[config.mk]
export PLATFORM = sky130hd
export DESIGN_NAME = ffua_ram
export DESIGN_NICKNAME = d
export VERILOG_FILES = /design/src/sv/ffua_ram.sv
export SDC_FILE = /design/constraint.sdc
export NUM_CORES = 1
export LEC_CHECK = 0
export ABC_AREA = 0
export ABC_CLOCK_PERIOD_IN_PS = 3500
export BUFFER_PORTS_ARGS = -buffer_cell sky130_fd_sc_hd__buf_2
export CORE_ASPECT_RATIO = 2
export CORE_MARGIN = 4
export CORE_UTILIZATION = 55
export CTS_CLUSTER_SIZE = 24
export DETAILED_ROUTE_END_ITERATION = 16
export PLACE_DENSITY = 0.7
export SETUP_SLACK_MARGIN = 0.4
export SYNTH_ARGS = -nofsm -noshare
export SYNTH_HDL_FRONTEND = slang
export SYNTH_SLANG_ARGS = --single-unit
[constraint.sdc]
create_clock -name i_clk -period 3.5 [get_ports i_clk]
set_clock_uncertainty 0.1 [all_clocks]
set_input_delay 0.7 -clock i_clk [delete_from_list [all_inputs] [get_ports i_clk]]
set_output_delay 0.7 -clock i_clk [all_outputs]
set_load 0.005 [all_outputs]
[src/sv/ffua_ram.sv]
// Generic simple dual-port RAM with registered read data.
module ffua_ram #(
    parameter int WIDTH = 8,
    parameter int DEPTH = 16
) (
    input  logic                                    i_clk,
    input  logic                                    i_wr_en,
    input  logic [((DEPTH > 1) ? $clog2(DEPTH) : 1)-1:0] i_wr_addr,
    input  logic [WIDTH-1:0]                        i_wr_data,
    input  logic                                    i_rd_en,
    input  logic [((DEPTH > 1) ? $clog2(DEPTH) : 1)-1:0] i_rd_addr,
    output logic [WIDTH-1:0]                        o_rd_data
);

    logic [WIDTH-1:0] r_mem [DEPTH];
    logic [WIDTH-1:0] r_rd_data;

    always_ff @(posedge i_clk) begin
        if (i_wr_en) begin
            r_mem[i_wr_addr] <= i_wr_data;
        end
        if (i_rd_en) begin
            r_rd_data <= r_mem[i_rd_addr];
        end
    end

    assign o_rd_data = r_rd_data;

endmodule

==> Flow_metrics.wiki <==
{| class="wikitable"
! Metric !! Value
|-
| Nets || a little under 300
|-
| Hold WS || 574 ps
|-
| Sinks on Clock Net || 136
|-
| Remaining max-slew budget at the tightest pin || between 40% and 50%
|-
| Syn. warnings || 0
|-
| Clock share of power || 45.9%
|-
| Peak Freq || around 500 MHz
|-
| Post-DP HPWL || ~6500 um
|-
| Clock transition at the registers of the reported paths || 60 ps
|-
| Post-cts sizing count || 0
|-
| Initial DRC Count || roughly 160
|-
| Leakage Power || 2.05 nW
|-
| Outcome || finished, final reports clean
|-
| Vias in the first global route || between 2k and 3k
|-
| Global-route wire length before repair || between 10000 and 15000 um
|-
| Critical path class || in -> reg
|-
| Overall via count from detail_route || 2340
|-
| Routability congestion estimate || around 0.73
|-
| Minimum clock period after layout || approximately 2000 ps
|-
| Clock latency reported for the late side of the worst-skew pair || roughly 400 ps
|-
| Clock tree from TritonCTS || built
|-
| Number of max-cap violations || 0
|-
| Final number of setup-violating endpoints || 0
|-
| Total iterations of the first detailed-routing run || 4
|-
| Number of buffer cells added on primary ports || 26
|-
| Worst supply voltage drop on vdd || about 0.50 mV
|-
| Die Span Y || ~150 um
|-
| Wire length per cell after detailed routing || about 25 um
|-
| Area of the core || between 9000 and 10000 um^2
|-
| Count of placed standard cells in the final layout, fillers left out || approximately 390
|-
| H-tree depth || 4
|-
| Count of different cell masters after synthesis || 18
|-
| Fraction of layout instances using a drive strength above 1 || between 20% and 30%
|-
| Clock buffer count from CTS || 17
|-
| Cell area after synthesis || 5230 um^2
|-
| Placed Instances || 359
|-
| Layout-stage area growth over the synthesis result || 15.6%
|-
| Switching share of power || about a fifth
|-
| Die outline width || 76.9 um
|-
| Die area || 11200 um^2
|-
| Register share of total power || between 40% and 50%
|-
| Final WL || approximately 9700 um
|-
| Number of standard-cell rows in the floorplan || 50
|-
| Share of the yosys chip area belonging to registers || about four fifths
|-
| Power dissipated by switching net loads || ~0.70 mW
|-
| Buffer type at the clock tree root || clkbuf_16
|-
| Number of design rule violations left after detail routing || 0
|-
| Slew Limit Fails || 0
|-
| Cell count after synthesis || around 230
|-
| Internal Pwr Total || approximately 3.0 mW
|-
| Total power || approximately 3.7 mW
|-
| GR Util All Layers || 18.8%
|-
| Maximum number of buffers from clock root to sink || 2
|-
| Setup repair after global routing missed its margin || false
|-
| Post-placement cell area || 5480 um^2
|-
| Antenna violations before repair || 0
|-
| Power share of the combinational group || 4.3%
|-
| DR vias/cell || between 5 and 6
|-
| Congestion Overflow GR || 0
|-
| Count of endpoints failing hold in the final timing report || 0
|-
| # Post-CTS Setup Buffers || 0
|-
| Startpoint type of the worst setup path || input pin
|-
| Worst hold path type || in -> reg
|-
| Post-synthesis sequential element count || ~140
|-
| Hold-fix buffers, CTS || 0
|-
| Number of primary I/O pins || 27
|-
| Effective utilization at floorplan || 56.1%
|-
| Power per cell area || 613 nW/um^2
|-
| Number of diodes || 0
|-
| Sum Neg Setup Slack || 0 ps
|-
| Ratio of final minimum period to clock period || 58.4%
|-
| Crit. End Element || flop
|-
| Slew at the pin closest to its max-slew limit || ~830 ps
|-
| WP data required || between 3000 and 4000 ps
|-
| Number of routed nets with antenna violations || 0
|-
| Fin area || 6040 um^2
|-
| Post-Synthesis Net Count || between 200 and 250
|-
| Peak fanout along the critical path || 32
|-
| Mean cell area of the mapped netlist || about 23 um^2
|-
| Pin count of the biggest net entering global routing || 33
|-
| Arrival time reported for the critical path endpoint || ~2100 ps
|}
[synthesized netlist by cell type]
library cell,instances,share of area (%)
nand2b_1,2,0.24
a22oi_1,16,2.3
or3b_2,1,0.17
mux4_1,14,7.0
and2_1,1,0.12
nand3b_1,2,0.29
buf_6,3,0.65
clkdlybuf4s25_2,3,0.57
and2b_1,1,0.14
nor3_1,4,0.38
nor2_1,13,0.93
mux4_2,18,7.8
nand2_1,9,0.65
buf_2,3,0.29
buf_4,1,0.14
edfxtp_1,136,78
nand3_1,1,0.096
nor2b_1,1,0.12
[per-stage QoR]
stage	worst slack, ps	util, %
floorplan	1210	-
global placement	1040	58.8
detailed placement	1040	58.8
CTS	1470	64.8
global route	1370	64.8
finish	1450	64.8
[layout make-up]
class	instances	area, um^2
Fill cell	596	3280
Timing Repair Buffer	36	205
Tap cell	104	130
Sequential cell	136	4080
Multi-Input combinational cell	83	1060
Clock buffer	19	433
Clock inverter	13	135
[critical path, stage by stage]
cell     delay, ps
buf_2          620
mux4_1         450
a22oi_1        210
nand2_1         80
[path summary, 6_finish.rpt]
kind / startpoint / end / slack, ps / depth (start not counted)
worst max-delay path: i_rd_addr[1] / o_rd_data[2]$_DFFE_PP_ / 1450 / 4
worst min-delay path: i_rd_en / o_rd_data[7]$_DFFE_PP_ / 570 / 1
worst max register to register: r_mem[2][0]$_DFFE_PP_ / o_rd_data[0]$_DFFE_PP_ / 1930 / 3
worst min register to register: r_mem[11][3]$_DFFE_PP_ / o_rd_data[3]$_DFFE_PP_ / 650 / 3
[cells in the final DEF, fill, tap and decap left out, types with 2 or more instances in the layout]
cell / n
buf_4: 10
clkbuf_16: 17
nand3b_1: 2
mux4_2: 18
nand2b_1: 2
mux4_1: 14
nor3_1: 4
clkinv_1: 4
nand2_1: 9
clkinv_2: 6
bufinv_16: 3
edfxtp_1: 136
clkbuf_1: 2
nor2_1: 13
buf_2: 26
a22oi_1: 16
[power by group through the flow]
| stage | clock, mW | combinational, mW | sequential, mW |
|---|---|---|---|
| 2_1_floorplan | 0 | 0.0926 | 1.88 |
| 6_report | 1.70 | 0.158 | 1.85 |
| 5_1_grt | 1.80 | 0.173 | 1.85 |
| 3_3_place_gp | 0 | 0.156 | 1.88 |
| 4_1_cts | 1.73 | 0.161 | 1.85 |
| 3_5_place_dp | 0 | 0.160 | 1.88 |
[flip-flops by register name, summed over array words and instances (netlist names)]
signal and cells:
o_rd_data 8, r_mem 128
[per-layer routing]
layer	track usage, %	routed length [um]	share of wire [%]
met1	20.9	3600	37
met2	34.4	5720	59
met3	4.58	297	3.1
met4	6.53	113	1.2
met5	0	0	0
[kinds of logic (layout without fill, tap and decap cells)]
family | Yosys count | count (layout) | synth area share, %
mux | 32 | 32 | 14.8
simple gates | 35 | 35 | 3.14
compound gates | 16 | 16 | 2.30
flops | 136 | 136 | 78.1
buf+inv | 10 | 68 | 1.65
Note: power is estimated with default switching activity, not from simulation.
