--- config.mk ---
export PLATFORM = sky130hd
export DESIGN_NAME = ffua_ctrl
export DESIGN_NICKNAME = d
export VERILOG_FILES = /design/src/sv/ffua_pkg.sv /design/src/sv/ffua_ctrl.sv
export SDC_FILE = /design/constraint.sdc
export NUM_CORES = 1
export LEC_CHECK = 0
export ABC_AREA = 1
export BUFFER_PORTS_ARGS = -buffer_cell sky130_fd_sc_hd__buf_4
export CAP_MARGIN = 20
export CORE_ASPECT_RATIO = 1.1
export CORE_MARGIN = 2
export CORE_UTILIZATION = 45
export CTS_CLUSTER_SIZE = 28
export DETAILED_ROUTE_END_ITERATION = 6
export PLACE_DENSITY_LB_ADDON = 0.2
export SLEW_MARGIN = 20
export SYNTH_ARGS = -nofsm -noshare
export SYNTH_HDL_FRONTEND = slang
export SYNTH_SLANG_ARGS = --single-unit
--- constraint.sdc ---
create_clock -name i_clk -period 4.7 [get_ports i_clk]
set_clock_uncertainty 0.15 [all_clocks]
set_input_delay 0.94 -clock i_clk [delete_from_list [all_inputs] [get_ports i_clk]]
set_output_delay 0.94 -clock i_clk [all_outputs]
set_load 0.01 [all_outputs]
--- src/sv/ffua_pkg.sv ---
// Shared types and constants for the first-fit unit allocator.
package ffua_pkg;

    localparam int MEM_UNITS_DEF  = 1024;
    localparam int OWNER_BITS_DEF = 10;

    localparam int SIZE_W  = 11;
    localparam int ID_W    = 10;
    localparam int START_W = 10;
    localparam int FREED_W = 11;
    localparam int CFG_W   = 11;
    localparam int DATA_W  = 32;
    localparam int ADDR_W  = 3;

    localparam logic [CFG_W-1:0]    UNITS_RESET   = 11'd1024;
    localparam logic [ADDR_W-3:0]   REG_UNITS_IDX = '0;

    localparam logic CMD_ALLOC = 1'b0;
    localparam logic CMD_FREE  = 1'b1;

    typedef enum logic [2:0] {
        S_CLEAR,
        S_IDLE,
        S_ASCAN,
        S_AFILL,
        S_FSCAN,
        S_DONE
    } t_state;

    typedef struct packed {
        logic              cmd;
        logic [SIZE_W-1:0] size;
        logic [ID_W-1:0]   owner;
    } t_req;

    typedef struct packed {
        logic               ok;
        logic [START_W-1:0] start;
        logic [FREED_W-1:0] freed;
    } t_res;

endpackage

--- src/sv/ffua_ctrl.sv ---
// Sequencer that scans, fills and clears the owner tag memory.
module ffua_ctrl #(
    parameter int MEM_UNITS  = ffua_pkg::MEM_UNITS_DEF,
    parameter int OWNER_BITS = ffua_pkg::OWNER_BITS_DEF
) (
    input  logic                                         i_clk,
    input  logic                                         i_rst_n,
    input  logic                                         i_req_valid,
    output logic                                         o_req_ready,
    input  ffua_pkg::t_req                               i_req,
    input  logic [ffua_pkg::CFG_W-1:0]                   i_units,
    output logic                                         o_res_valid,
    input  logic                                         i_res_ready,
    output ffua_pkg::t_res                               o_res,
    output logic                                         o_wr_en,
    output logic [((MEM_UNITS > 1) ? $clog2(MEM_UNITS) : 1)-1:0] o_wr_addr,
    output logic [OWNER_BITS-1:0]                        o_wr_data,
    output logic                                         o_rd_en,
    output logic [((MEM_UNITS > 1) ? $clog2(MEM_UNITS) : 1)-1:0] o_rd_addr,
    input  logic [OWNER_BITS-1:0]                        i_rd_data
);

    localparam int AW = (MEM_UNITS > 1) ? $clog2(MEM_UNITS) : 1;
    localparam int CW = $clog2(MEM_UNITS + 1);
    localparam int LW = (CW > ffua_pkg::SIZE_W) ? CW : ffua_pkg::SIZE_W;
    localparam logic [CW-1:0] DEPTH = CW'(MEM_UNITS);
    localparam logic [CW-1:0] LAST  = CW'(MEM_UNITS - 1);

    ffua_pkg::t_state r_state, n_state;

    logic                          r_cmd, n_cmd;
    logic [ffua_pkg::SIZE_W-1:0]   r_size, n_size;
    logic [OWNER_BITS-1:0]         r_owner, n_owner;
    logic [CW-1:0]                 r_lim, n_lim;
    logic [CW-1:0]                 r_addr, n_addr;
    logic                          r_rvalid, n_rvalid;
    logic [AW-1:0]                 r_raddr, n_raddr;
    logic [CW-1:0]                 r_run, n_run;
    logic [AW-1:0]                 r_fill, n_fill;
    logic [AW-1:0]                 r_end, n_end;
    logic                          r_ok, n_ok;
    logic [AW-1:0]                 r_start, n_start;
    logic [CW-1:0]                 r_freed, n_freed;

    logic [OWNER_BITS-1:0] req_owner;
    logic [LW-1:0]         units_ext;
    logic [LW-1:0]         lim_ext;
    logic [CW-1:0]         req_lim;
    logic                  req_direct;
    logic [CW-1:0]         limit;
    logic                  issue;
    logic                  scan_end;
    logic [CW-1:0]         run_next;
    logic                  hit;
    logic                  tag_match;
    logic [AW-1:0]         hit_start;

    always_comb begin
        req_owner = OWNER_BITS'(i_req.owner);
        units_ext = LW'(i_units);
        lim_ext   = (units_ext > LW'(MEM_UNITS)) ? LW'(MEM_UNITS) : units_ext;
        req_lim   = CW'(lim_ext);
        if (i_req.cmd == ffua_pkg::CMD_FREE) begin
            req_direct = (req_owner == '0);
        end else begin
            req_direct = (req_owner == '0) || (i_req.size == '0) ||
                         (LW'(i_req.size) > lim_ext);
        end
        limit     = (r_cmd == ffua_pkg::CMD_FREE) ? DEPTH : r_lim;
        issue     = (r_addr < limit);
        scan_end  = !r_rvalid && !issue;
        run_next  = (i_rd_data == '0) ? (r_run + CW'(1)) : '0;
        hit       = r_rvalid && (LW'(run_next) == LW'(r_size));
        tag_match = r_rvalid && (i_rd_data == r_owner);
        hit_start = AW'(LW'(r_raddr) + LW'(1) - LW'(r_size));
    end

    always_comb begin
        n_state = r_state;
        case (r_state)
            ffua_pkg::S_CLEAR: begin
                if (r_addr == LAST) begin
                    n_state = ffua_pkg::S_IDLE;
                end
            end
            ffua_pkg::S_IDLE: begin
                if (i_req_valid) begin
                    if (req_direct) begin
                        n_state = ffua_pkg::S_DONE;
                    end else if (i_req.cmd == ffua_pkg::CMD_FREE) begin
                        n_state = ffua_pkg::S_FSCAN;
                    end else begin
                        n_state = ffua_pkg::S_ASCAN;
                    end
                end
            end
            ffua_pkg::S_ASCAN: begin
                if (hit) begin
                    n_state = ffua_pkg::S_AFILL;
                end else if (scan_end) begin
                    n_state = ffua_pkg::S_DONE;
                end
            end
            ffua_pkg::S_AFILL: begin
                if (r_fill == r_end) begin
                    n_state = ffua_pkg::S_DONE;
                end
            end
            ffua_pkg::S_FSCAN: begin
                if (scan_end) begin
                    n_state = ffua_pkg::S_DONE;
                end
            end
            ffua_pkg::S_DONE: begin
                if (i_res_ready) begin
                    n_state = ffua_pkg::S_IDLE;
                end
            end
            default: begin
                n_state = ffua_pkg::S_CLEAR;
            end
        endcase
    end

    always_comb begin
        n_cmd    = r_cmd;
        n_size   = r_size;
        n_owner  = r_owner;
        n_lim    = r_lim;
        n_addr   = r_addr;
        n_rvalid = r_rvalid;
        n_raddr  = r_raddr;
        n_run    = r_run;
        n_fill   = r_fill;
        n_end    = r_end;
        n_ok     = r_ok;
        n_start  = r_start;
        n_freed  = r_freed;

        o_req_ready = 1'b0;
        o_res_valid = 1'b0;
        o_wr_en     = 1'b0;
        o_wr_addr   = r_addr[AW-1:0];
        o_wr_data   = '0;
        o_rd_en     = 1'b0;
        o_rd_addr   = r_addr[AW-1:0];

        case (r_state)
            ffua_pkg::S_CLEAR: begin
                o_wr_en = 1'b1;
                n_addr  = r_addr + CW'(1);
            end
            ffua_pkg::S_IDLE: begin
                o_req_ready = 1'b1;
                if (i_req_valid) begin
                    n_cmd    = i_req.cmd;
                    n_size   = i_req.size;
                    n_owner  = req_owner;
                    n_lim    = req_lim;
                    n_addr   = '0;
                    n_rvalid = 1'b0;
                    n_run    = '0;
                    n_start  = '0;
                    n_freed  = '0;
                    n_ok     = (i_req.cmd == ffua_pkg::CMD_FREE) ||
                               ((req_owner != '0) && (i_req.size == '0));
                end
            end
            ffua_pkg::S_ASCAN: begin
                o_rd_en  = issue;
                n_rvalid = issue;
                n_raddr  = r_addr[AW-1:0];
                if (issue) begin
                    n_addr = r_addr + CW'(1);
                end
                if (r_rvalid) begin
                    n_run = run_next;
                end
                if (hit) begin
                    n_ok    = 1'b1;
                    n_start = hit_start;
                    n_fill  = hit_start;
                    n_end   = r_raddr;
                end
            end
            ffua_pkg::S_AFILL: begin
                o_wr_en   = 1'b1;
                o_wr_addr = r_fill;
                o_wr_data = r_owner;
                n_fill    = r_fill + AW'(1);
            end
            ffua_pkg::S_FSCAN: begin
                o_rd_en  = issue;
                n_rvalid = issue;
                n_raddr  = r_addr[AW-1:0];
                if (issue) begin
                    n_addr = r_addr + CW'(1);
                end
                if (tag_match) begin
                    o_wr_en   = 1'b1;
                    o_wr_addr = r_raddr;
                    n_freed   = r_freed + CW'(1);
                end
            end
            ffua_pkg::S_DONE: begin
                o_res_valid = 1'b1;
            end
            default: begin
                n_addr = '0;
            end
        endcase
    end

    assign o_res.ok    = r_ok;
    assign o_res.start = ffua_pkg::START_W'(r_start);
    assign o_res.freed = ffua_pkg::FREED_W'(r_freed);

    always_ff @(posedge i_clk) begin
        if (!i_rst_n) begin
            r_state  <= ffua_pkg::S_CLEAR;
            r_addr   <= '0;
            r_rvalid <= 1'b0;
        end else begin
            r_state  <= n_state;
            r_addr   <= n_addr;
            r_rvalid <= n_rvalid;
        end
    end

    always_ff @(posedge i_clk) begin
        r_cmd   <= n_cmd;
        r_size  <= n_size;
        r_owner <= n_owner;
        r_lim   <= n_lim;
        r_raddr <= n_raddr;
        r_run   <= n_run;
        r_fill  <= n_fill;
        r_end   <= n_end;
        r_ok    <= n_ok;
        r_start <= n_start;
        r_freed <= n_freed;
    end

endmodule

==> metrics.cfg, run 1 <==
[floorplan]
num_rows = 47
die_x_um = 122
coreArea_mm2 = 0.0150
die_height_um = 134
initial_core_util_pct = 45.8
io_pins = 103
die_area_mm2 = 0.0163

[cts]
cts_buffers = 9
postCtsSetupBuffers = 0
h-tree-depth = 3
clockBufferDepth = 2
cts.clk_slew.worst_paths_ns = 0.07
cts_tree = built
cts_sinks = 111
holdBufCountCts = 0
clock_latency_ns = 0.35
cts_resized = 0
root_buffer = clkbuf_16

[worst_hold_path]
whs_path_depth = 0
min-delay-start = r_raddr[1]$_DFFE_PN_
min_to = r_end[1]$_DFFE_PP_
hp-class = flop to flop

[route]
wl_um = 15700
avgRoutedWirePerCell_um = 14.1
ant_nets = 0
route.vias.total = 5571
avgViaCountPerCell = 5.00
wl_met1_um = 6770
wl_met3_um = 784
firstDrtPassIters = 5
routed.top_layer = met4
drtIter0Drc = 333
wl_met2_um = 7950
drt_drc_violations_left = 0

[power_and_ir_drop]
p_leak_nw = 3.69
peakVddDrop_mv = 0.234
p_per_area_mw_per_mm2 = 242

[worst_setup_path]
rr_startpoint = r_cmd$_DFFE_PP_
cp_max_fo = 11
reg2reg_to = r_addr[9]$_SDFFE_PN0P_
arrival_ns = 2.55
critPathLaunchType = primary input
rrSetupSlack_ns = 1.62
worstSetupPathType = primary input to output port
cp.required_ns = 3.61
crit_path_end_kind = output port
r2r_cells = 12

[outcome]
outcome = finished, final reports clean

[global_route]
grt_pass1_vias = 5190
grt_overflow_total = 0
grt_usage_pct = 19.6
grt_max_degree = 37
grt_pass1_wl_um = 24900
antenna_found_initial = 0

[placed_design]
placed_cell_area_mm2 = 0.00776
dp_hpwl_um = 12500
gp_congestion = 0.873
place_inst = 1099
portBuffers = 102

[yosys]
synth_seq_area_share_pct = 46.4
synth_cell_types = 46
synth_cells = 820
ys_warn_count = 0
synth_area_mm2 = 0.00687
syn_area_per_cell_um2 = 8.37
synth-seq-cells = 111
syn_nets = 910

[finish]
mostFrequentLayoutCell = nand2_1
area_growth_syn_to_layout_pct = 17.5
layout.cells.non_filler = 1115
fin_nets = 1004
drive_above_1_share_pct = 17.2
final_cell_mix = nand2_1 (172), inv_1 (141), nor2_1 (109)
fillers = 1431
multi_input_area_mm2 = 0.00298
diodes = 0
fin_area_mm2 = 0.00807
regArea_mm2 = 0.00318

[timing]
tightest_slew_ns = 0.854
final-max-slew-violation-count = 0
min_period_ns = 3.64
setup_viol = 0
fin_crit_sh_pct = 77.4
rsz0062_at_grt = no
hold_viol_final = 0
clock.fmax_mhz = 275
max_slew_margin_pct = 42.7
tns_ns = 0

[job]
drv_cap = 0

==> kinds of logic (layout without fill, tap and decap cells) <==
logic type      count (synthesis)  after routing  synth area share [%]
compound gates                 85             85                  7.31
simple gates                  388            388                  25.3
xor+xnor                       21             21                  2.68
fa+ha+maj                      43             43                  7.94
buf+inv                       172            271                  10.4
flops                         111            111                  46.4
==> cell type report <==
cell class	instances	area share [%]
timing repair buffer	106	9.86
clock buffer	14	3.67
tap	196	3.04
sequential	111	39.4
inverter	149	6.93
multi-input combinational	537	36.9
clock inverter	2	0.124
==> report_power, final <==
| part | internal, W | switching (W) | total, W |
|---|---|---|---|
| Combinational | 0.0000545 | 0.0000570 | 0.000112 |
| Clock | 0.000438 | 0.000337 | 0.000775 |
| Sequential | 0.00106 | 0.00000440 | 0.00107 |
==> registers in the layout, summed over array words and instances (netlist names) <==
name      count
r_state       3
r_size       11
r_ok          1
r_cmd         1
r_lim        11
r_raddr      10
r_addr       11
r_end        10
r_owner      10
r_rvalid      1
r_start      10
r_run        11
r_freed      11
r_fill       10
==> synth_stat cells, drive strengths merged <==
master | number | area, um^2
buf | 19 | 143
a21o | 2 | 15.0
a211oi | 1 | 7.51
o21ai | 35 | 175
o221ai | 10 | 87.6
and2 | 2 | 12.5
inv | 149 | 559
dfxtp | 15 | 300
xor2 | 13 | 114
o22ai | 4 | 25.0
nand2 | 175 | 664
nor4 | 7 | 43.8
a21oi | 25 | 129
or2 | 3 | 18.8
edfxtp | 96 | 2880
nand3 | 48 | 290
xnor2 | 8 | 70.1
nor2 | 120 | 494
nor3b | 3 | 22.5
a31o | 1 | 8.76
clkbuf | 4 | 15.0
nor3 | 17 | 100
o2111ai | 1 | 8.76
nand4 | 12 | 81.3
nand3b | 1 | 7.51
fa | 1 | 20.0
o21bai | 1 | 7.51
ha | 42 | 526
o31ai | 1 | 7.51
o21a | 4 | 30.0
==> worst max-delay path: stages <==
cell and delay (ns):
buf_4 0.12, xnor2_1 0.18, nand3_1 0.09, or2_1 0.24, nor2_1 0.10, nand3_1 0.07, nand2_1 0.10, o21ai_1 0.26
nand2_1 0.14, o221ai_1 0.13, buf_4 0.18
==> layer usage <==
metal / global-route usage, % / up-vias
li1: - / 2867
met1: 24.3 / 2553
met2: 34.6 / 134
met3: 3.13 / 17
met4: 6.13 / 0
met5: 0 / -
==> worst max path at each step <==
stage	startpoint	endpoint	slack, ns	cells past startpoint
after floorplan	i_req_valid	r_run[0]$_SDFFCE_PN0P_	1.06	4
after global routing	i_units[2]	r_state[1]$_SDFFE_PN0P_	0.83	21
after global placement	i_units[2]	r_state[0]$_SDFFE_PN0P_	1.03	22
final	i_rd_data[6]	o_wr_addr[2]	1.06	11
after detailed placement	i_units[2]	r_state[0]$_SDFFE_PN0P_	0.93	22
after CTS	i_rd_data[6]	o_wr_addr[7]	1.06	11
==> metrics by stage <==
stage / setup WS [ns] / hold WS, ns / utilization (%) / total power, W
after CTS: 1.06 / 0.332 / 53.8 / 0.00197
after detailed placement: 0.928 / 0.312 / 51.8 / 0.00120
after global routing: 0.826 / 0.354 / 53.8 / 0.00202
after global placement: 1.03 / 0.316 / 51.8 / 0.00120
final: 1.06 / 0.335 / 53.8 / 0.00195
after floorplan: 1.06 / 0.276 / - / 0.00114
Note: power is estimated with default switching activity, not from simulation.
==> inputs of run 2 (changes only) <==
--- a/config.mk
+++ b/config.mk
@@ -5,7 +5,7 @@
 export SDC_FILE = /design/constraint.sdc
 export NUM_CORES = 1
 export LEC_CHECK = 0
-export ABC_AREA = 1
+export ABC_AREA = 0
 export BUFFER_PORTS_ARGS = -buffer_cell sky130_fd_sc_hd__buf_4
 export CAP_MARGIN = 20
 export CORE_ASPECT_RATIO = 1.1
==> constraint.sdc (replaced) <==
create_clock -name i_clk -period 3 [get_ports i_clk]
set_clock_uncertainty 0.15 [all_clocks]
set_input_delay 0.6 -clock i_clk [delete_from_list [all_inputs] [get_ports i_clk]]
set_output_delay 0.6 -clock i_clk [all_outputs]
set_load 0.01 [all_outputs]
==> run 2 against run 1 <==
Clock power increased by 52%. Count of clock-buffer cells in the layout decreased by 4. Register-to-register slack got worse by 1.5 ns. Routed wire length is 2.5% higher. Hold slack got worse by 0.058 ns. Die area is 5.1% lower. Non-clock buffer count is 44 higher. Cell count fell by 14%. Sequential power up 56%. Sequential share of layout area decreased by 0.13 points. Worst setup slack lost 1.0 ns. Critical path type is now flop to output port.
==> metrics.cfg, run 2 <==
[outcome]
outcome = finished, final reports clean

[global_route]
busiest_layer = met2
grt_max_degree = 34  ; -8.1%
antenna_found_initial = 0  ; unchanged
grt_use_met1_pct = 26.6  ; +2.3 points
grt_use_met2_pct = 36.1  ; +1.5 points
grt_overflow_total = 0  ; unchanged
grt_usage_pct = 21.2  ; +1.6 points
grt_pass1_wl_um = 25500  ; +2.2%
globalRouteMet3Util_pct = 4.11  ; +0.98 points
grt_pass1_vias = 5121  ; -1.3%

[placed_design]
portBuffers = 102  ; unchanged
dp_slack_ns = -0.0691  ; -0.997 ns
gp_congestion = 0.844  ; -3.3%
placed_cell_area_mm2 = 0.00770  ; -0.74%
dp_hpwl_um = 12700  ; +1.4%

[yosys]
synth_largest_area_cell = edfxtp_1
synthTopCellsByCount = edfxtp_1 (96), nand2_1 (73), nor2_1 (60), ha_1 (42), inv_1 (35)
synth_top_area_share_pct = 44.3  ; +2.3 points
synthArstFlopShare_pct = 0  ; unchanged
syn_area_per_cell_um2 = 10.3  ; +23%
syn_nets = 723  ; -21%
synth_cells = 633  ; -23%
synth_most_common_cell = edfxtp_1
synth_area_mm2 = 0.00650  ; -5.3%
synth-edff-count = 96  ; unchanged
synth_cell_types = 63  ; +37%
ys.flop_type = edfxtp_1
ys_warn_count = 0  ; unchanged
synth_seq_area_share_pct = 48.9  ; +2.6 points
synth-seq-cells = 111  ; unchanged
synth_area_leaders = edfxtp_1 (44%), ha_1 (8.1%), dfxtp_1 (4.6%), xnor2_1 (4.4%), nand2_1 (4.2%)

[timing]
setup_viol = 0  ; unchanged
tightest_slew_ns = 0.535  ; -0.319 ns
clock.fmax_mhz = 340
tns_ns = 0  ; unchanged
holdWs_ns = 0.277  ; -0.0582 ns
hold_viol_final = 0  ; unchanged
final-max-slew-violation-count = 0  ; unchanged
setup_ws_ns = 0.0550  ; -1.01 ns
rsz0062_at_grt = yes
min_period_ns = 2.94
fin_crit_sh_pct = 98.2
max_slew_margin_pct = 64.2  ; +22 points

[floorplan]
die_area_mm2 = 0.0154  ; -5.1%
num_rows = 46  ; -2.1%
coreArea_mm2 = 0.0143  ; -4.8%
die_height_um = 130  ; -2.6%
die_x_um = 119  ; -2.6%
io_pins = 103  ; unchanged
initial_core_util_pct = 45.6  ; -0.23 points

[finish]
mostFrequentLayoutCell = buf_4
multi_input_area_mm2 = 0.00308  ; +3.5%
final_cell_mix = buf_4 (146), edfxtp_1 (96), nand2_1 (73)
diodes = 0  ; unchanged
fin_nets = 855  ; -15%
drive_above_1_share_pct = 24.9  ; +7.7 points
area_growth_syn_to_layout_pct = 24.5
regArea_mm2 = 0.00318  ; unchanged
fillers = 1315  ; -8.1%
fin_util_pct = 56.7  ; +2.9 points
fin_area_mm2 = 0.00810  ; +0.33%

[worst_setup_path]
critPathSlowestCell = edfxtp_1
crit_path_end_kind = output port
reg2reg_to = r_fill[6]$_DFFE_PP_
r2r_cells = 9  ; -3
worstSetupPathType = flop to output port
critPathMostFrequentCell = buf_4
cp.depth = 8  ; -3
critPathLaunchType = flop
cp.required_ns = 2.25  ; -1.36 ns
path_cells = buf_4 -> nand2b_1 -> ha_1 -> a21oi_1 -> o21a_1 -> o2bb2ai_2 -> nor3b_2 -> buf_4
arrival_ns = 2.19  ; -0.36 ns
slowest_delay_ns = 0.39  ; +0.13 ns
rrSetupSlack_ns = 0.13  ; -1.49 ns
cp_max_fo = 5  ; -6
path_buf_inv = 2  ; unchanged
crit_family = simple AND/OR/NAND/NOR gates
rr_startpoint = r_run[0]$_SDFFCE_PN0P_

[route]
firstDrtPassIters = 5  ; unchanged
route.vias.total = 5160  ; -7.4%
drt_drc_violations_left = 0  ; unchanged
avgRoutedWirePerCell_um = 16.8  ; +19%
ant_nets = 0  ; unchanged
avgViaCountPerCell = 5.36  ; +7.4%
drtIter0Drc = 255  ; -23%
wl_um = 16100  ; +2.5%

[cts]
cts_sinks = 111  ; unchanged
cts_buffers = 9  ; unchanged
h-tree-depth = 3  ; unchanged
root_buffer = clkbuf_16
clock_latency_ns = 0.36  ; about the same
cts_tree = built
cts.clk_slew.worst_paths_ns = 0.08  ; about the same
clockBufferDepth = 2  ; unchanged

[worst_hold_path]
whs_path_depth = 1  ; +1
min_to = r_owner[7]$_DFFE_PP_
hp-class = primary input to flop
min-delay-start = i_req[7]

[power_and_ir_drop]
p_per_area_mw_per_mm2 = 372  ; +54%
peakVddDrop_mv = 0.226  ; -3.2%
p_leak_nw = 3.41  ; -7.5%

[job]
drv_cap = 0  ; unchanged

-- run 2: stage by stage --
stage	instances	total power [W]
floorplan	633	0.00177
global placement	940	0.00187
detailed placement	940	0.00187
CTS	959	0.00304
global route	962	0.00311
finish	962	0.00301
-- run 2: how the worst max path moves through the flow --
stage / start / to / slack, ns
after global routing: r_cmd$_DFFE_PP_ / o_rd_en / -0.06
after global placement: i_units[10] / r_state[2]$_SDFFE_PN0P_ / -0.04
after floorplan: r_run[3]$_SDFFCE_PN0P_ / r_ok$_SDFFCE_PP1P_ / 0.09
after CTS: i_rd_data[0] / o_wr_addr[7] / 0.01
after detailed placement: i_units[10] / r_state[2]$_SDFFE_PN0P_ / -0.07
final: r_cmd$_DFFE_PP_ / o_rd_en / 0.06
-- run 2: power by group --
part / switching, W / internal, W / total (W)
sequential: 0.00000447 / 0.00166 / 0.00167
clock: 0.000579 / 0.000599 / 0.00118
combinational: 0.0000793 / 0.0000903 / 0.000170
-- run 2: layout make-up --
| cell class | instances | share of cell area (%) |
|---|---|---|
| clock buffer | 10 | 2.95 |
| tap | 192 | 2.97 |
| multi-input combinational | 456 | 38.1 |
| clock inverter | 6 | 0.634 |
| sequential | 111 | 39.3 |
| timing repair buffer | 150 | 14.3 |
| inverter | 37 | 1.72 |
-- run 2: logic make-up after synthesis --
group                      count (synthesis)  share of synthesized area [%]
muxes                                      2                          0.308
xor gates and xnor gates                  60                           8.29
AOI/OAI and AO/OA                         92                           9.33
buffers and inverters                     66                           4.56
DFF                                      111                           48.9
and+or+nand+nor                          259                           20.2
adders and majority gates                 43                           8.39
-- run 2: what timing repair did --
item | 4_1_cts | 5_1_grt
resized for setup | 2 | 12
buffers inserted | 3 | 3
pin swaps | 0 | 5
hold endpoints to repair | 0 | 0
hold buffers | 0 | 0
endpoints found under the setup margin | 1 | 47
gates cloned | 0 | 0
-- run 2: metal layers --
| metal | vias to the layer above | share of wire (%) | wire, um |
|---|---|---|---|
| li1 | 2532 | - | - |
| met1 | 2472 | 44 | 7030 |
| met2 | 126 | 49 | 7950 |
| met3 | 30 | 4.0 | 638 |
| met4 | 0 | 3.1 | 495 |
| met5 | - | 0 | 0 |
-- run 2: worst register-to-register path, stage by stage (launching register included) --
cell and delay (ns):
edfxtp_1 0.40, ha_1 0.26, nand3_2 0.15, o21ai_0 0.19, nand4_1 0.11, a311o_1 0.35, o311a_1 0.12, or4_4 0.58
nand2_1 0.14, buf_12 0.15
==> inputs of run 3 (changes only) <==
==> constraint.sdc (replaced) <==
create_clock -name i_clk -period 3 [get_ports i_clk]
set_clock_uncertainty 0.15 [all_clocks]
set_input_delay 0.15 -clock i_clk [delete_from_list [all_inputs] [get_ports i_clk]]
set_output_delay 0.15 -clock i_clk [all_outputs]
set_load 0.01 [all_outputs]
==> run 3 against run 2 <==
Sequential cell count stayed put. Routed wire length is 1.2% higher. Global-route usage is 0.52 points higher. Sequential share of layout area is 1.0 points lower. Worst setup slack better by 0.084 ns. Power is 5.1% higher. First-iteration DRC count is 58% higher. Largest cell class unchanged.
==> metrics.cfg, run 3 (synthesis results as in run 2) <==
[global_route]
busiest_layer = met2
grt_max_degree = 33  ; -2.9%
grt_pass1_vias = 5187  ; +1.3%
antenna_found_initial = 0  ; unchanged
grt_use_met1_pct = 26.2  ; -0.47 points
grt_usage_pct = 21.7  ; +0.52 points
grt_overflow_total = 0  ; unchanged
grt_pass1_wl_um = 26000  ; +2.2%
grt_use_met2_pct = 38.7  ; +2.6 points
globalRouteMet3Util_pct = 4.41  ; +0.31 points

[finish]
fin_util_pct = 58.3  ; +1.6 points
fin_nets = 872  ; +2.0%
area_growth_syn_to_layout_pct = 27.9
diodes = 0  ; unchanged
drive_above_1_share_pct = 21.6  ; -3.3 points
mostFrequentLayoutCell = buf_4
final_cell_mix = buf_4 (131), edfxtp_1 (96), nand2_1 (72)

[route]
avgViaCountPerCell = 5.34  ; -0.40%
avgRoutedWirePerCell_um = 16.7  ; -0.59%
route.vias.total = 5230  ; +1.4%
drt_drc_violations_left = 0  ; unchanged
ant_nets = 0  ; unchanged
wl_um = 16300  ; +1.2%
drtIter0Drc = 404  ; +58%
firstDrtPassIters = 7  ; +2

[timing]
min_period_ns = 2.86  ; -0.0836 ns
tns_ns = 0  ; unchanged
clock.fmax_mhz = 349  ; +2.9%
setup_ws_ns = 0.139  ; +0.0836 ns
final-max-slew-violation-count = 0  ; unchanged
tightest_slew_ns = 0.655  ; +0.120 ns
fin_crit_sh_pct = 95.4  ; -2.8 points
setup_viol = 0  ; unchanged
hold_viol_final = 0  ; unchanged
max_slew_margin_pct = 56.2  ; -8.1 points

[power_and_ir_drop]
peakVddDrop_mv = 0.214  ; -5.6%
p_per_area_mw_per_mm2 = 381  ; +2.3%
p_leak_nw = 3.46  ; +1.5%
power_w = 0.00317  ; +5.1%

[floorplan]
die_area_mm2 = 0.0154  ; unchanged
coreArea_mm2 = 0.0143  ; unchanged
num_rows = 46  ; unchanged
initial_core_util_pct = 45.6  ; unchanged
die_height_um = 130  ; unchanged
io_pins = 103  ; unchanged
die_x_um = 119  ; unchanged

[cts]
cts_tree = built
h-tree-depth = 3  ; unchanged
clock_latency_ns = 0.36  ; about the same
cts_sinks = 111  ; unchanged
clockBufferDepth = 2  ; unchanged
cts_buffers = 9  ; unchanged
root_buffer = clkbuf_16
cts.clk_slew.worst_paths_ns = 0.07  ; about the same

[worst_setup_path]
crit_path_end_kind = flop
worstSetupPathType = flop to flop
path_cells = nand4_4 -> nor3_4 -> xor2_2 -> or3b_1 -> o311a_1 -> or4_4 -> nand2_1 -> buf_12
cp_max_fo = 10  ; +5
arrival_ns = 2.79  ; +0.60 ns
critPathSlowestCell = or4_4
slowest_delay_ns = 0.53  ; +0.14 ns
critPathLaunchType = flop
cp.required_ns = 2.92  ; +0.67 ns

[outcome]
outcome = finished, final reports clean

[placed_design]
dp_hpwl_um = 12300  ; -3.3%
dp_slack_ns = 0.0241  ; +0.0932 ns
gp_congestion = 0.911  ; +7.9%
portBuffers = 102  ; unchanged

[job]
drv_cap = 0  ; unchanged

[worst_hold_path]
hp-class = primary input to flop

run 3: changes by cell type in the layout (fill, tap and decap cells not counted), moves of 2 or more:
cell           delta
a21oi_1           +2
a21oi_2           -2
buf_4            -15
bufinv_16         +2
clkinvlp_4        +2
dlygate4sd3_1    +33
inv_4             -2
nor2_1            +2
nor2_2            -2
o21ai_1           +2
run 3: repair_timing:
item / CTS / global route
hold endpoints to repair: 35 / 0
gates resized for setup: 0 / 10
setup buffers: 0 / 8
hold buffers: 33 / 0
endpoints found under the setup margin: 0 / 42
run 3: per-stage QoR:
stage	instances	hold WS, ns	cell area (um^2)
final	979	0.0440	8320
after global routing	979	0.0513	8320
after CTS	971	0.0463	8220
after detailed placement	922	0.190	7570
after global placement	922	0.189	7570
after floorplan	633	0.0989	6500
run 3: per-layer routing:
layer	up-vias	routed length, um
met5	-	0
met4	0	329
met3	26	754
met2	150	8410
met1	2496	6810
li1	2558	-
run 3: final timing paths:
kind	cells past startpoint	endpoint	start	slack [ns]
worst max-delay path	8	r_fill[7]$_DFFE_PP_	r_run[4]$_SDFFCE_PN0P_	0.14
worst min-delay path	2	r_lim[0]$_DFFE_PP_	i_units[0]	0.04
worst max register to register	8	r_fill[7]$_DFFE_PP_	r_run[4]$_SDFFCE_PN0P_	0.14
worst min register to register	0	r_end[1]$_DFFE_PP_	r_raddr[1]$_DFFE_PN_	0.34
run 3: report_power, final:
part           total, W  internal, W  switching, W
combinational  0.000200     0.000113     0.0000865
clock           0.00130     0.000739      0.000563
sequential      0.00167      0.00166    0.00000449
run 3: area by class of cell:
cell class,count,area [um^2]
inverter,37,143
fill,1278,5960
clock buffer,10,229
clock inverter,6,91.3
sequential,111,3180
timing repair buffer,167,1370
multi-input combinational,456,3060
tap,192,240
run 3: worst max-delay path: cells and delay by family, from the launching register on:
kind	cells	cell delay, ns
AO/OA/AOI/OAI	1	0.30
flip-flops	1	0.42
XOR/XNOR	1	0.12
AND/OR/NAND/NOR	5	1.44
buffers and inverters	1	0.14
